===== src/rtl/core/gpioew_pkg.sv =====
// ----------------------------------------------------------------------------
// gpioew_pkg
// Shared types, constants and the pin level helper for the edge watcher core.
// ----------------------------------------------------------------------------
package gpioew_pkg;

    // table depth default and number of real ports in a snapshot
    localparam int SLOTS_DEF = 16;
    localparam int PORTS     = 5;

    // field widths
    localparam int OP_W     = 2;
    localparam int PIN_W    = 11;
    localparam int LEVELS_W = 40;
    localparam int TIME_W   = 32;
    localparam int NUM_W    = 32;

    // packed beat widths, rounded up to whole bytes
    localparam int IN_RAW_W  = OP_W + PIN_W + LEVELS_W + TIME_W;
    localparam int IN_W      = ((IN_RAW_W + 7) / 8) * 8;
    localparam int OUT_RAW_W = PIN_W + 1 + TIME_W + NUM_W;
    localparam int OUT_W     = ((OUT_RAW_W + 7) / 8) * 8;

    // operation codes
    localparam logic [OP_W-1:0] OP_SAMPLE  = 2'd0;
    localparam logic [OP_W-1:0] OP_WATCH   = 2'd1;
    localparam logic [OP_W-1:0] OP_UNWATCH = 2'd2;

    // broadcast control from the scan controller to every cell
    typedef struct packed {
        logic             start;
        logic             advance;
        logic             claim;
        logic             clear;
        logic             upd;
        logic             commit;
        logic [PIN_W-1:0] code;
        logic             level;
    } ctl_t;

    // contents of the cell holding the scan token, zero elsewhere
    typedef struct packed {
        logic             valid;
        logic [PIN_W-1:0] pin;
        logic             level;
    } view_t;

    // level of one pin: port byte masked, any bit set reads high
    function automatic logic level_of(input logic [LEVELS_W-1:0] levels,
                                      input logic [PIN_W-1:0]    code);
        logic [LEVELS_W-1:0] sh;
        logic                in_range;
        sh       = levels >> {code[10:8], 3'b000};
        in_range = ({1'b0, code[10:8]} < 4'(PORTS));
        return in_range && (|(sh[7:0] & code[7:0]));
    endfunction

endpackage


===== src/rtl/core/gpio_multi_pin_edge_watcher_core.sv =====
// ----------------------------------------------------------------------------
// gpio_multi_pin_edge_watcher_core
// Watches up to SLOTS pins over five port bytes and reports level changes
// with a timestamp and a running sequence number.
// ----------------------------------------------------------------------------
//
//  channel | dir | beat contents (low bits first)
//  --------+-----+----------------------------------------------------------
//  s_*     | in  | op, pin_code, port_levels, time_ms
//  m_*     | out | edge_pin, edge_level, edge_time, edge_number; run_last on tlast
//
//  A scan token walks the row of slot cells, one cell per cycle unless paused;
//  unwatch and undefined ops return to idle when the scan ends; watch passes
//  through a commit state and sample through a final-edge flush state first.
//  The scan pauses only on an edge found while another edge is pending and the
//  output register holds an untaken beat; the flush likewise waits for m_tready.
//  Reset empties the table and zeroes the sequence number; no clearing pass.
//
module gpio_multi_pin_edge_watcher_core
#(
    parameter int SLOTS = gpioew_pkg::SLOTS_DEF
)
(
    input  logic                          clk,
    input  logic                          rst_n,
    input  logic                          s_tvalid,
    output logic                          s_tready,
    input  logic [gpioew_pkg::IN_W-1:0]   s_tdata,   // op, pin_code, port_levels, time_ms
    output logic                          m_tvalid,
    input  logic                          m_tready,
    output logic [gpioew_pkg::OUT_W-1:0]  m_tdata,   // edge_pin, edge_level, edge_time, edge_number
    output logic                          m_tlast
);

    typedef enum logic [1:0] {ST_IDLE, ST_SCAN, ST_COMMIT, ST_FLUSH} state_t;

    state_t                            state_reg;
    state_t                            state_next;

    // held item
    logic [gpioew_pkg::OP_W-1:0]       op_reg;
    logic [gpioew_pkg::PIN_W-1:0]      code_reg;
    logic [gpioew_pkg::LEVELS_W-1:0]   levels_reg;
    logic [gpioew_pkg::TIME_W-1:0]     time_reg;

    // scan flags
    logic                              dup_reg;
    logic                              dup_next;
    logic                              found_reg;
    logic                              found_next;

    // edge waiting until we know whether it closes the run
    logic                              pend_valid_reg;
    logic                              pend_valid_next;
    logic [gpioew_pkg::PIN_W-1:0]      pend_pin_reg;
    logic                              pend_level_reg;

    // output register
    logic                              out_valid_reg;
    logic                              out_valid_next;
    logic [gpioew_pkg::PIN_W-1:0]      out_pin_reg;
    logic                              out_level_reg;
    logic [gpioew_pkg::TIME_W-1:0]     out_time_reg;
    logic [gpioew_pkg::NUM_W-1:0]      out_number_reg;
    logic                              out_last_reg;
    logic [gpioew_pkg::NUM_W-1:0]      seq_reg;
    logic [gpioew_pkg::NUM_W-1:0]      seq_next;

    gpioew_pkg::ctl_t                  ctl;
    gpioew_pkg::view_t                 view_arr [SLOTS];
    gpioew_pkg::view_t                 view_all;
    logic [SLOTS-1:0]                  tokens;

    logic                              accept;
    logic                              sample_level;
    logic                              watch_level;
    logic                              change;
    logic                              blocked;
    logic                              advance;
    logic                              match;
    logic                              scan_done;
    logic                              push;

    // row of slot cells with the token handed down the chain
    for (genvar i = 0; i < SLOTS; i++)
    begin : g_cell
        logic tok_in;
        if (i == 0)
        begin : g_head
            assign tok_in = ctl.start;
        end
        else
        begin : g_link
            assign tok_in = tokens[i-1];
        end

        gpioew_cell u_cell
        (
            .clk       (clk),
            .rst_n     (rst_n),
            .ctl       (ctl),
            .token_in  (tok_in),
            .token_out (tokens[i]),
            .view      (view_arr[i])
        );
    end

    // token holder contents
    always_comb
    begin
        view_all = '0;
        for (int i = 0; i < SLOTS; i++)
        begin
            view_all = view_all | view_arr[i];
        end
    end

    // scan step decisions
    always_comb
    begin
        accept       = (state_reg == ST_IDLE) && s_tvalid;
        sample_level = gpioew_pkg::level_of(levels_reg, view_all.pin);
        watch_level  = gpioew_pkg::level_of(levels_reg, code_reg);
        change       = (state_reg == ST_SCAN) && (op_reg == gpioew_pkg::OP_SAMPLE) &&
                       view_all.valid && (sample_level != view_all.level);
        blocked      = out_valid_reg && !m_tready;
        advance      = (state_reg == ST_SCAN) && !(change && pend_valid_reg && blocked);
        match        = view_all.valid && (view_all.pin == code_reg);
        scan_done    = advance && tokens[SLOTS-1];
        push         = pend_valid_reg && !blocked &&
                       (((state_reg == ST_SCAN) && change) || (state_reg == ST_FLUSH));

        ctl.start    = accept;
        ctl.advance  = advance;
        ctl.claim    = advance && (op_reg == gpioew_pkg::OP_WATCH) &&
                       !view_all.valid && !found_reg;
        ctl.clear    = advance && (op_reg == gpioew_pkg::OP_UNWATCH) && match;
        ctl.upd      = advance && change;
        ctl.commit   = (state_reg == ST_COMMIT) && found_reg && !dup_reg;
        ctl.code     = code_reg;
        ctl.level    = (state_reg == ST_COMMIT) ? watch_level : sample_level;
    end

    // sequencer and control next state
    always_comb
    begin
        state_next      = state_reg;
        dup_next        = dup_reg;
        found_next      = found_reg;
        pend_valid_next = pend_valid_reg;
        out_valid_next  = out_valid_reg;
        seq_next        = seq_reg;

        case (state_reg)
            ST_IDLE:
            begin
                if (accept)
                begin
                    state_next = ST_SCAN;
                    dup_next   = 1'b0;
                    found_next = 1'b0;
                end
            end
            ST_SCAN:
            begin
                if (advance && (op_reg == gpioew_pkg::OP_WATCH) && match)
                begin
                    dup_next = 1'b1;
                end
                if (ctl.claim)
                begin
                    found_next = 1'b1;
                end
                if (ctl.upd)
                begin
                    pend_valid_next = 1'b1;
                end
                if (scan_done)
                begin
                    case (op_reg)
                        gpioew_pkg::OP_WATCH:  state_next = ST_COMMIT;
                        gpioew_pkg::OP_SAMPLE: state_next = ST_FLUSH;
                        default:               state_next = ST_IDLE;
                    endcase
                end
            end
            ST_COMMIT:
            begin
                state_next = ST_IDLE;
            end
            ST_FLUSH:
            begin
                if (!pend_valid_reg || push)
                begin
                    state_next      = ST_IDLE;
                    pend_valid_next = 1'b0;
                end
            end
            default:
            begin
                state_next = ST_IDLE;
            end
        endcase

        // output register load and drain
        if (push)
        begin
            out_valid_next = 1'b1;
            seq_next       = seq_reg + 1'b1;
        end
        else if (m_tready)
        begin
            out_valid_next = 1'b0;
        end
    end

    // control flops
    always_ff @(posedge clk or negedge rst_n)
    begin
        if (!rst_n)
        begin
            state_reg      <= ST_IDLE;
            dup_reg        <= 1'b0;
            found_reg      <= 1'b0;
            pend_valid_reg <= 1'b0;
            out_valid_reg  <= 1'b0;
            seq_reg        <= '0;
        end
        else
        begin
            state_reg      <= state_next;
            dup_reg        <= dup_next;
            found_reg      <= found_next;
            pend_valid_reg <= pend_valid_next;
            out_valid_reg  <= out_valid_next;
            seq_reg        <= seq_next;
        end
    end

    // payload flops
    always_ff @(posedge clk)
    begin
        if (accept)
        begin
            op_reg     <= s_tdata[1:0];
            code_reg   <= s_tdata[12:2];
            levels_reg <= s_tdata[52:13];
            time_reg   <= s_tdata[84:53];
        end
        if (push)
        begin
            out_pin_reg    <= pend_pin_reg;
            out_level_reg  <= pend_level_reg;
            out_time_reg   <= time_reg;
            out_number_reg <= seq_reg;
            out_last_reg   <= (state_reg == ST_FLUSH);
        end
        if (ctl.upd)
        begin
            pend_pin_reg   <= view_all.pin;
            pend_level_reg <= sample_level;
        end
    end

    // ports
    assign s_tready = (state_reg == ST_IDLE);
    assign m_tvalid = out_valid_reg;
    assign m_tlast  = out_last_reg;
    assign m_tdata  = {{(gpioew_pkg::OUT_W - gpioew_pkg::OUT_RAW_W){1'b0}},
                       out_number_reg, out_time_reg, out_level_reg, out_pin_reg};

endmodule


===== src/rtl/core/gpioew_cell.sv =====
// ----------------------------------------------------------------------------
// gpioew_cell
// One table slot: pin code, valid mark, last level and the scan token.
// ----------------------------------------------------------------------------
module gpioew_cell
(
    input  logic                clk,
    input  logic                rst_n,
    input  gpioew_pkg::ctl_t    ctl,
    input  logic                token_in,
    output logic                token_out,
    output gpioew_pkg::view_t   view
);

    logic                         token_reg;
    logic                         token_next;
    logic                         valid_reg;
    logic                         valid_next;
    logic                         chosen_reg;
    logic                         chosen_next;
    logic [gpioew_pkg::PIN_W-1:0] pin_reg;
    logic [gpioew_pkg::PIN_W-1:0] pin_next;
    logic                         level_reg;
    logic                         level_next;

    // next state of the slot
    always_comb
    begin
        token_next  = (ctl.start || ctl.advance) ? token_in : token_reg;
        chosen_next = chosen_reg;
        valid_next  = valid_reg;
        pin_next    = pin_reg;
        level_next  = level_reg;

        // first free slot seen by a watch scan is marked for the commit
        if (ctl.start)
        begin
            chosen_next = 1'b0;
        end
        else if (ctl.claim && token_reg)
        begin
            chosen_next = 1'b1;
        end

        if (ctl.commit && chosen_reg)
        begin
            valid_next = 1'b1;
            pin_next   = ctl.code;
            level_next = ctl.level;
        end

        if (ctl.clear && token_reg)
        begin
            valid_next = 1'b0;
        end

        if (ctl.upd && token_reg)
        begin
            level_next = ctl.level;
        end
    end

    // control flops
    always_ff @(posedge clk or negedge rst_n)
    begin
        if (!rst_n)
        begin
            token_reg  <= 1'b0;
            valid_reg  <= 1'b0;
            chosen_reg <= 1'b0;
        end
        else
        begin
            token_reg  <= token_next;
            valid_reg  <= valid_next;
            chosen_reg <= chosen_next;
        end
    end

    // slot payload
    always_ff @(posedge clk)
    begin
        pin_reg   <= pin_next;
        level_reg <= level_next;
    end

    // only the token holder shows its contents
    always_comb
    begin
        view = '0;
        if (token_reg)
        begin
            view.valid = valid_reg;
            view.pin   = pin_reg;
            view.level = level_reg;
        end
    end

    assign token_out = token_reg;

endmodule


===== config.mk =====
export PLATFORM = sky130hd
export DESIGN_NAME = gpio_multi_pin_edge_watcher_core
export DESIGN_NICKNAME = d
export VERILOG_FILES = /design/src/rtl/core/gpioew_pkg.sv /design/src/rtl/core/gpio_multi_pin_edge_watcher_core.sv /design/src/rtl/core/gpioew_cell.sv
export SDC_FILE = /design/constraint.sdc
export NUM_CORES = 1
export LEC_CHECK = 0
export BUFFER_PORTS_ARGS = -buffer_cell sky130_fd_sc_hd__buf_2
export CAP_MARGIN = 20
export CORE_UTILIZATION = 50
export DETAILED_ROUTE_END_ITERATION = 16
export GPL_TIMING_DRIVEN = 0
export PLACE_DENSITY = 0.72
export SYNTH_ARGS = -nofsm -noshare
export SYNTH_HDL_FRONTEND = slang
export SYNTH_SLANG_ARGS = --single-unit

===== constraint.sdc =====
create_clock -name clk -period 4.4 [get_ports clk]
set_clock_uncertainty 0.2 [all_clocks]
set_input_delay 0 -clock clk [delete_from_list [all_inputs] [get_ports clk]]
set_output_delay 0 -clock clk [all_outputs]
set_load 0.02 [all_outputs]

==> impl_metrics.env, run 1 <==
export IMPL_outcome="finished clean"
export IMPL_power_density_mw_per_mm2=551
export IMPL_slew_headroom_pct=21.9
export IMPL_ios=175
export IMPL_h_tree_depth=2
export IMPL_holdPathStages=2
export IMPL_grt_antenna_before_repair=0
export IMPL_power_frac_comb_pct=23.7
export IMPL_syn_area_sq_mm=0.0171
export IMPL_fin_crit_ns=4.30
export IMPL_max_freq_ghz=0.233
export IMPL_core_sq_mm=0.0335
export IMPL_switching_share_pct=29.9
export IMPL_cp_top_family="compound AO/OA/AOI/OAI gates"
export IMPL_antenna_left=0
export IMPL_ir_drop_v=0.000412
export IMPL_endpoint_kind="register"
export IMPL_first_pass_iters=5
export IMPL_rows=67
export IMPL_wl_per_cell_um=24.6
export IMPL_ys_types=62
export IMPL_gr_usage_all_layers_pct=26.9
export IMPL_synth_flop_cell="edfxtp_1"
export IMPL_grt_pass1_wl_um=69800
export IMPL_port_buffers=167
export IMPL_clock_latency_ns=0.55
export IMPL_reg2reg_to="seq_reg[10]$_DFFE_PN0P_"
export IMPL_drt_total_wl_um=46200
export IMPL_yosysSeqAreaShare_pct=77.0
export IMPL_cpPeakStageDelay_ns=0.47
export IMPL_fill_cells=2235
export IMPL_rrSetupSlack_ns=0.1
export IMPL_syn_area_per_cell_sq_um=17.4
export IMPL_syn_inst=981
export IMPL_cts_sinks=452
export IMPL_clock_path_buffers=3
export IMPL_antenna_cells=0
export IMPL_sequentialPowerShare_pct=45.4
export IMPL_dr_total_vias=11000
export IMPL_critPathMaxFanout=10
export IMPL_min_from="s_tdata[7]"
export IMPL_numCtsBuffers=44
export IMPL_grt_pass1_vias=11400
export IMPL_largest_reg_flops=176
export IMPL_rsz0062_at_grt="yes"
export IMPL_drive_gt1_share_pct=26.2
export IMPL_areaGrowthSynthToFinish_pct=29.4
export IMPL_drv_slew=0
export IMPL_cts_tree="built"
export IMPL_cp_num_buf_inv=5
export IMPL_dieArea_sq_mm=0.0349
export IMPL_yosysWarnings=0
export IMPL_synth_async_reset_ratio_pct=19.0
export IMPL_holdPathEnd="code_reg[5]$_DFFE_PP_"
export IMPL_grt_max_degree=63
export IMPL_worst_slack_ns=0.0999
export IMPL_hpwl_um=25300
export IMPL_path_cells="clkbuf_4 -> a22o_1 -> a221oi_2 -> and4_4 -> buf_8 -> buf_8 -> mux2i_1 -> o221ai_2 -> a32oi_2 -> o31ai_1 -> or3b_4 -> o2111ai_4 -> buf_4 -> buf_4 -> nor3_1 -> xor2_1"
export IMPL_net_switching_power_uw=3640
export IMPL_cp_start_kind="register"
export IMPL_drc=0
export IMPL_clk_pin_slew_ns=0.07
export IMPL_cts_root_buffer="clkbuf_16"
export IMPL_place_gp_congestion=0.830
export IMPL_reg2reg_from="g_cell[10].u_cell.token_out$_DFFE_PN0P_"
export IMPL_synth_edf_count=366
export IMPL_finalSetupViolations=0
export IMPL_grt_overflow_total=0
export IMPL_pwr_share_clk_pct=30.8
export IMPL_slowest_stage="or3b_4"
export IMPL_nNetsFinal=1489
export IMPL_die_height_um=187
export IMPL_drt_iter0_markers=1183
export IMPL_path_class="register to register"
export IMPL_p_leak_uw=0.00838
export IMPL_ys_ff_latch=452
export IMPL_viasPerCell=5.85
export IMPL_worstRegToRegCells=16
export IMPL_finalHoldViolations=0
export IMPL_internal_power_uw=8530
export IMPL_required_ns=4.61
export IMPL_min_path_type="primary input to register"
export IMPL_start_util_pct=50.9
export IMPL_tightest_slew_ns=1.17
export IMPL_die_w_um=187
export IMPL_timing_hold_ws_ns=0.0467
export IMPL_maxCapViolations=0
export IMPL_arrival_ns=4.51
export IMPL_place_ws_ns=-0.967
export IMPL_finalCritPeriodShare_pct=97.7
==> layout make-up <==
class | count | area [sq um] | share of cell area (%)
buffer | 56 | 423 | 1.91
clock inverter | 18 | 150 | 0.680
timing repair inverter | 1 | 7.51 | 0.0340
sequential | 452 | 13100 | 59.5
multi-input combinational | 457 | 3630 | 16.4
tap | 448 | 561 | 2.54
timing repair buffer | 365 | 2820 | 12.8
clock buffer | 62 | 1280 | 5.81
inverter | 19 | 75.1 | 0.340
==> layer usage <==
layer	track usage [%]	share of wire, %
met1	33.9	37
met2	46.0	51
met3	4.76	8.5
met4	11.7	3.6
met5	0	0
==> through the flow <==
step	power [uW]	instances	util (%)	setup TNS [ns]	area (sq um)
floorplan	7140	984	-	-13.98	17100
global placement	7980	1599	55.3	-125.22	18500
detailed placement	8060	1603	55.5	-76.65	18600
CTS	11900	1866	65.3	0	21900
global route	12500	1878	65.9	-0.00682	22100
finish	12200	1878	65.9	0	22100
==> worst max-delay path by stage <==
stage / end / depth (start not counted) / slack (ns) / from
2_1_floorplan: m_tlast$_DFFE_PP_ / 13 / -0.18 / g_cell[3].u_cell.token_out$_DFFE_PN0P_
3_3_place_gp: out_time_reg[5]$_DFFE_PP_ / 12 / -1.53 / g_cell[10].u_cell.token_out$_DFFE_PN0P_
3_5_place_dp: out_number_reg[23]$_DFFE_PP_ / 13 / -0.97 / g_cell[10].u_cell.token_out$_DFFE_PN0P_
4_1_cts: out_number_reg[28]$_DFFE_PP_ / 14 / 0.01 / g_cell[10].u_cell.token_out$_DFFE_PN0P_
5_1_grt: seq_reg[10]$_DFFE_PN0P_ / 15 / -0.007 / g_cell[10].u_cell.token_out$_DFFE_PN0P_
6_report: seq_reg[10]$_DFFE_PN0P_ / 16 / 0.1 / g_cell[10].u_cell.token_out$_DFFE_PN0P_
==> placed cells by master, fill, tap and decap left out, types with 20 or more instances in the layout <==
cell type      Yosys  final
a22o_1            39     39
a221oi_1          34     31
dfrtp_1           86     86
clkbuf_16          0     47
a22oi_1           40     40
mux2_2            32     32
nand2_1           32     32
dlygate4sd3_1      0    173
buf_2             26    185
xor2_1            25     25
a21oi_1           20     20
buf_4              9     29
nor2_1            31     30
edfxtp_1         366    366
==> synthesized netlist by cell type (10+ instances only) <==
| master | n | area [sq um] |
|---|---|---|
| mux2i_1 | 19 | 190 |
| a21o_1 | 18 | 135 |
| dfrtp_1 | 86 | 2150 |
| xor2_1 | 25 | 219 |
| buf_2 | 26 | 130 |
| nor2_1 | 31 | 116 |
| nand2_1 | 32 | 120 |
| a22o_1 | 39 | 342 |
| and2_1 | 19 | 119 |
| inv_1 | 18 | 67.6 |
| nor3_1 | 11 | 55.1 |
| a2bb2oi_1 | 16 | 140 |
| xnor2_1 | 17 | 149 |
| nand4_1 | 11 | 68.8 |
| a221oi_1 | 34 | 298 |
| nand3_1 | 14 | 70.1 |
| a21oi_1 | 20 | 100 |
| nor4_2 | 11 | 138 |
| a22oi_1 | 40 | 300 |
| edfxtp_1 | 366 | 11000 |
| buf_6 | 10 | 113 |
| mux2_2 | 32 | 360 |
==> power by group through the flow <==
| stage | combinational, uW | clock, uW | sequential [uW] |
|---|---|---|---|
| floorplan | 1570 | 0 | 5570 |
| global placement | 2390 | 0 | 5580 |
| detailed placement | 2470 | 0 | 5580 |
| CTS | 2660 | 3730 | 5500 |
| global route | 3040 | 3930 | 5570 |
| finish | 2890 | 3750 | 5530 |
==> what timing repair did <==
action	in CTS	in global routing
setup buffers	8	12
resized for setup	8	18
pin swaps	3	9
hold buffers	174	0
endpoints found under the hold margin	185	0
gates cloned	1	0
endpoints found under the setup margin	116	149
==> logic make-up (layout without fill, tap and decap cells) <==
logic type	Yosys count	count (layout)	synth area share, %
flip-flops	452	452	77.0
AND/OR/NAND/NOR	165	165	5.62
AO/OA/AOI/OAI	194	194	9.45
XOR/XNOR	42	42	2.15
adder cells (fa/ha/maj)	1	1	0.0733
buffers and inverters	75	521	2.48
multiplexers	51	51	3.22
other	1	4	0.0220
Note: power is estimated with default switching activity, not from simulation.
==> run 2, diff against run 1 <==
--- a/config.mk
+++ b/config.mk
@@ -9,6 +9,8 @@
 export CAP_MARGIN = 20
-export CORE_UTILIZATION = 50
+export CELL_PAD_IN_SITES_DETAIL_PLACEMENT = 0
+export CELL_PAD_IN_SITES_GLOBAL_PLACEMENT = 2
+export CORE_UTILIZATION = 39
 export DETAILED_ROUTE_END_ITERATION = 16
 export GPL_TIMING_DRIVEN = 0
-export PLACE_DENSITY = 0.72
+export PLACE_DENSITY_LB_ADDON = 0.1
 export SYNTH_ARGS = -nofsm -noshare
==> constraint.sdc (replaced) <==
create_clock -name clk -period 4.4 [get_ports clk]
set_clock_uncertainty 0.2 [all_clocks]
set_input_delay 0.66 -clock clk [delete_from_list [all_inputs] [get_ports clk]]
set_output_delay 0.66 -clock clk [all_outputs]
set_load 0.02 [all_outputs]
==> impl_metrics.env, run 2 (synthesis gave the netlist of run 1 again) <==
export IMPL_nNetsFinal=1324
export IMPL_hpwl_um=27100
export IMPL_critPathMaxFanout=37
export IMPL_min_path_type="primary input to register"
export IMPL_gr_usage_all_layers_pct=19.9
export IMPL_largest_reg_flops=176
export IMPL_wl_per_cell_um=23.6
export IMPL_place_gp_congestion=0.752
export IMPL_cts_tree="built"
export IMPL_clock_path_buffers=3
export IMPL_clock_latency_ns=0.59
export IMPL_drv_slew=0
export IMPL_core_sq_mm=0.0432
export IMPL_finalSetupViolations=0
export IMPL_stdcell_count=1856
export IMPL_path_class="register to register"
export IMPL_max_freq_ghz=0.235
export IMPL_rsz0062_at_grt="no"
export IMPL_holdPathEnd="code_reg[2]$_DFFE_PP_"
export IMPL_cpPeakStageDelay_ns=0.45
export IMPL_ios=175
export IMPL_start_util_pct=39.5
export IMPL_tightest_slew_ns=1.13
export IMPL_die_height_um=211
export IMPL_grt_pass1_wl_um=63900
export IMPL_final_cell_mix="edfxtp_1 (366), buf_2 (186), dfrtp_1 (86), clkbuf_16 (48), a22oi_1 (40)"
export IMPL_min_from="s_tdata[4]"
export IMPL_grt_max_degree=62
export IMPL_ir_drop_v=0.000434
export IMPL_holdPathStages=1
export IMPL_rrSetupSlack_ns=0.14
export IMPL_h_tree_depth=2
export IMPL_worst_slack_ns=0.142
export IMPL_slew_headroom_pct=24.6
export IMPL_cts_root_buffer="clkbuf_16"
export IMPL_drt_iter0_markers=834
export IMPL_die_w_um=211
export IMPL_place_ws_ns=-0.637
export IMPL_endpoint_kind="register"
export IMPL_finalHoldViolations=0
export IMPL_drive_gt1_share_pct=30.1
export IMPL_reg2reg_from="g_cell[10].u_cell.token_out$_DFFE_PN0P_"
export IMPL_port_buffers=167
export IMPL_required_ns=4.52
export IMPL_grt_pass1_vias=9505
export IMPL_antenna_cells=0
export IMPL_slowest_stage="a2111oi_4"
export IMPL_numCtsBuffers=48
export IMPL_finalPower_uw=12500
export IMPL_clk_pin_slew_ns=0.06
export IMPL_finalCritPeriodShare_pct=96.8
export IMPL_final_common_cell="edfxtp_1"
export IMPL_dr_total_vias=9643
export IMPL_grt_antenna_before_repair=0
export IMPL_arrival_ns=4.38
export IMPL_post_route_util_pct=48.1
export IMPL_path_cells="clkbuf_4 -> a22o_1 -> a221oi_2 -> and4_4 -> buf_6 -> mux2i_1 -> o22ai_1 -> a2111oi_4 -> a21oi_1 -> or3b_4 -> o2111ai_4 -> buf_8 -> clkinvlp_4 -> buf_12"
export IMPL_worstRegToRegCells=14
export IMPL_cts_sinks=452
export IMPL_fin_crit_ns=4.26
export IMPL_dpl_cell_count=1742
export IMPL_dieArea_sq_mm=0.0446
export IMPL_reg2reg_to="out_time_reg[2]$_DFFE_PP_"
export IMPL_cp_start_kind="register"
export IMPL_power_density_mw_per_mm2=601
export IMPL_drt_total_wl_um=43900
export IMPL_outcome="finished clean"
export IMPL_first_pass_iters=5
export IMPL_drc=0
export IMPL_rows=76
export IMPL_antenna_left=0
export IMPL_areaGrowthSynthToFinish_pct=21.5
export IMPL_viasPerCell=5.20
export IMPL_maxCapViolations=0
export IMPL_p_leak_uw=0.00777
export IMPL_grt_overflow_total=0
## run 2: worst max path at each step
stage                                            start                                      end  slack [ns]  depth (start not counted)
2_1_floorplan   g_cell[3].u_cell.token_out$_DFFE_PN0P_                        m_tlast$_DFFE_PP_       -0.18                         13
3_3_place_gp    g_cell[2].u_cell.token_out$_DFFE_PN0P_               out_time_reg[11]$_DFFE_PP_       -1.70                         13
3_5_place_dp   g_cell[12].u_cell.token_out$_DFFE_PN0P_    g_cell[12].u_cell.level_reg$_DFFE_PP_       -0.64                         13
4_1_cts        g_cell[14].u_cell.token_out$_DFFE_PN0P_  g_cell[15].u_cell.token_out$_DFFE_PN0P_        0.02                         14
5_1_grt        g_cell[10].u_cell.token_out$_DFFE_PN0P_                out_time_reg[3]$_DFFE_PP_        0.02                         15
6_report       g_cell[10].u_cell.token_out$_DFFE_PN0P_                out_time_reg[2]$_DFFE_PP_        0.14                         14
## run 2: routing by layer
| metal | vias to the layer above | global-route usage [%] | routed length (um) |
|---|---|---|---|
| met4 | 0 | 5.87 | 895 |
| met2 | 279 | 32.1 | 21200 |
| met1 | 4922 | 27.9 | 19700 |
| li1 | 4376 | - | - |
| met3 | 66 | 2.97 | 2150 |
| met5 | - | 0 | 0 |
## run 2: cell type report
cell class	count	area (sq um)
fillers	3792	22400
flip-flops and latches	452	13100
multi-input cells	457	3590
clock buffers	60	1270
repair buffers	197	1130
well taps	585	732
plain buffers	56	410
clock inverters	30	400
inverters	19	75.1
## run 2: metrics by stage
step | hold slack [ns] | instance area [sq um] | setup TNS (ns)
final | 0.0496 | 20700 | 0
after CTS | 0.00808 | 20600 | 0
after global placement | 0.201 | 18700 | -145.94
after global routing | 0.0214 | 20700 | 0
after floorplan | 0.164 | 17100 | -13.98
after detailed placement | 0.205 | 18800 | -53.69
## run 2: what timing repair did
item | in CTS | in global routing
endpoints found under the setup margin | 145 | 129
hold buffers | 1 | 0
setup buffers | 14 | 9
pin swaps | 9 | 7
resized for setup | 8 | 8
hold endpoints to repair | 25 | 0
## run 2: report_power, final
group | leakage, uW | internal [uW] | total, uW | switching [uW]
clock network | 0.000811 | 2580 | 4240 | 1670
logic | 0.00254 | 1040 | 2730 | 1690
registers | 0.00441 | 5230 | 5500 | 271
total | 0.00777 | 8840 | 12500 | 3620
## run 2: worst max-delay path, delay by kind of cell (launching register included)
| kind | cells | cell delay (ns) |
|---|---|---|
| flip-flops | 1 | 0.36 |
| multiplexers | 1 | 0.29 |
| AO/OA/AOI/OAI | 6 | 1.41 |
| AND/OR/NAND/NOR | 2 | 0.74 |
| buffers and inverters | 5 | 0.96 |
==> run 3, diff against run 2 <==
Settings changed: CORE_UTILIZATION 39 to 25, PLACE_DENSITY_LB_ADDON 0.1 to 0.2.
==> impl_metrics.env, run 3 (synthesis gave the netlist of run 1 again) <==
export IMPL_min_path_type="primary input to register"
export IMPL_clock_latency_ns=0.58
export IMPL_die_w_um=263
export IMPL_start_util_pct=25.3
export IMPL_endpoint_kind="register"
export IMPL_clock_path_buffers=3
export IMPL_rsz0062_at_grt="yes"
export IMPL_largest_reg_flops=176
export IMPL_cts_root_buffer="clkbuf_16"
export IMPL_timing_hold_ws_ns=0.0500
export IMPL_finalSetupViolations=0
export IMPL_port_buffers=167
export IMPL_die_height_um=263
export IMPL_finalPower_uw=12200
export IMPL_dieArea_sq_mm=0.0693
export IMPL_gr_usage_all_layers_pct=14.2
export IMPL_wl_per_cell_um=22.9
export IMPL_power_density_mw_per_mm2=576
export IMPL_drv_slew=0
export IMPL_grt_pass1_wl_um=71300
export IMPL_cts_tree="built"
export IMPL_nNetsFinal=1332
export IMPL_antenna_left=0
export IMPL_final_cell_mix="edfxtp_1 (366), buf_2 (181), dfrtp_1 (86), clkbuf_16 (49), a22oi_1 (40)"
export IMPL_outcome="finished clean"
export IMPL_ios=175
export IMPL_numCtsBuffers=48
export IMPL_drt_total_wl_um=49300
export IMPL_fin_crit_ns=4.26
export IMPL_ir_drop_v=0.000316
export IMPL_arrival_ns=4.51
export IMPL_finalHoldViolations=0
export IMPL_rows=95
export IMPL_dr_total_vias=9749
export IMPL_grt_overflow_total=0
export IMPL_drive_gt1_share_pct=31.1
export IMPL_viasPerCell=4.54
export IMPL_clk_pin_slew_ns=0.06
export IMPL_max_freq_ghz=0.235
export IMPL_cp_start_kind="register"
export IMPL_cts_sinks=452
export IMPL_drt_iter0_markers=856
export IMPL_place_gp_congestion=0.713
export IMPL_finalCritPeriodShare_pct=96.7
export IMPL_hpwl_um=31100
export IMPL_path_class="register to register"
export IMPL_slew_headroom_pct=28.5
export IMPL_required_ns=4.66
export IMPL_tightest_slew_ns=1.07
export IMPL_critPathMaxFanout=10
export IMPL_final_common_cell="edfxtp_1"
export IMPL_core_sq_mm=0.0674
export IMPL_grt_max_degree=95
export IMPL_finalSetupTns_ns=0
export IMPL_antenna_cells=0
export IMPL_p_leak_uw=0.00779
export IMPL_maxCapViolations=0
export IMPL_grt_antenna_before_repair=0
export IMPL_grt_pass1_vias=9821
export IMPL_first_pass_iters=5
export IMPL_drc=0
export IMPL_h_tree_depth=2
export IMPL_areaGrowthSynthToFinish_pct=24.0
run 3: repair_timing:
item                                   4_1_cts  5_1_grt
buffers inserted                            17        8
gates resized for setup                     17       26
setup endpoints to repair                  147      143
endpoints found under the hold margin       33        0
pin swaps                                   14        7
gates cloned                                 1        1
hold buffers                                 1        0
run 3: layout make-up:
cell class	count	area [sq um]
fill	6572	46200
inverter	19	75.1
multi-input combinational	457	3660
clock inverter	18	145
clock buffer	68	1310
sequential	452	13100
buffer	56	445
tap	873	1090
timing repair buffer	205	1300
run 3: metrics by stage:
stage	area, sq um	setup slack (ns)	instances	util, %
after floorplan	17100	-0.182	984	-
after global routing	21200	-0.00540	2148	31.4
after detailed placement	19200	-0.765	2032	28.5
after CTS	20900	0.0128	2137	31.1
final	21200	0.145	2148	31.4
after global placement	19100	-1.98	2024	28.3
run 3: path summary, 6_finish.rpt:
| path | slack [ns] | to | start | cells past startpoint |
|---|---|---|---|---|
| min | 0.05 | levels_reg[1]$_DFFE_PP_ | s_tdata[14] | 1 |
| max reg2reg | 0.14 | g_cell[7].u_cell.token_out$_DFFE_PN0P_ | g_cell[7].u_cell.token_out$_DFFE_PN0P_ | 14 |
| min reg2reg | 0.21 | out_time_reg[12]$_DFFE_PP_ | time_reg[12]$_DFFE_PP_ | 0 |
| min in group asynchronous | 0.42 | seq_reg[13]$_DFFE_PN0P_ | rst_n | 2 |
| max in group asynchronous | 2.90 | g_cell[1].u_cell.valid_reg$_DFFE_PN0P_ | rst_n | 3 |
| max | 0.14 | g_cell[7].u_cell.token_out$_DFFE_PN0P_ | g_cell[7].u_cell.token_out$_DFFE_PN0P_ | 14 |
run 3: routing by layer:
layer,vias up,GRT usage [%],share of wire (%)
li1,4395,-,-
met1,5005,19.7,46
met2,269,22.9,47
met3,78,2.40,4.8
met4,2,3.97,2.3
met5,-,0,0.010
run 3: report_power, final:
group	leakage, uW	internal, uW	switching, uW
logic	0.00266	1090	1770
registers	0.00441	5230	290
clock network	0.000711	2130	1680
run 3: critical path, stage by stage, from the launching register on:
cell and delay [ns]:
dfrtp_1 0.37, buf_2 0.21, buf_2 0.27, a221oi_1 0.36
nand4_1 0.24, a22oi_1 0.21, nand4_1 0.24, a2111oi_4 0.51
buf_4 0.19, o2111ai_1 0.08, or3b_4 0.30, nand2_2 0.10
a21oi_4 0.32, buf_8 0.19, mux2_2 0.33
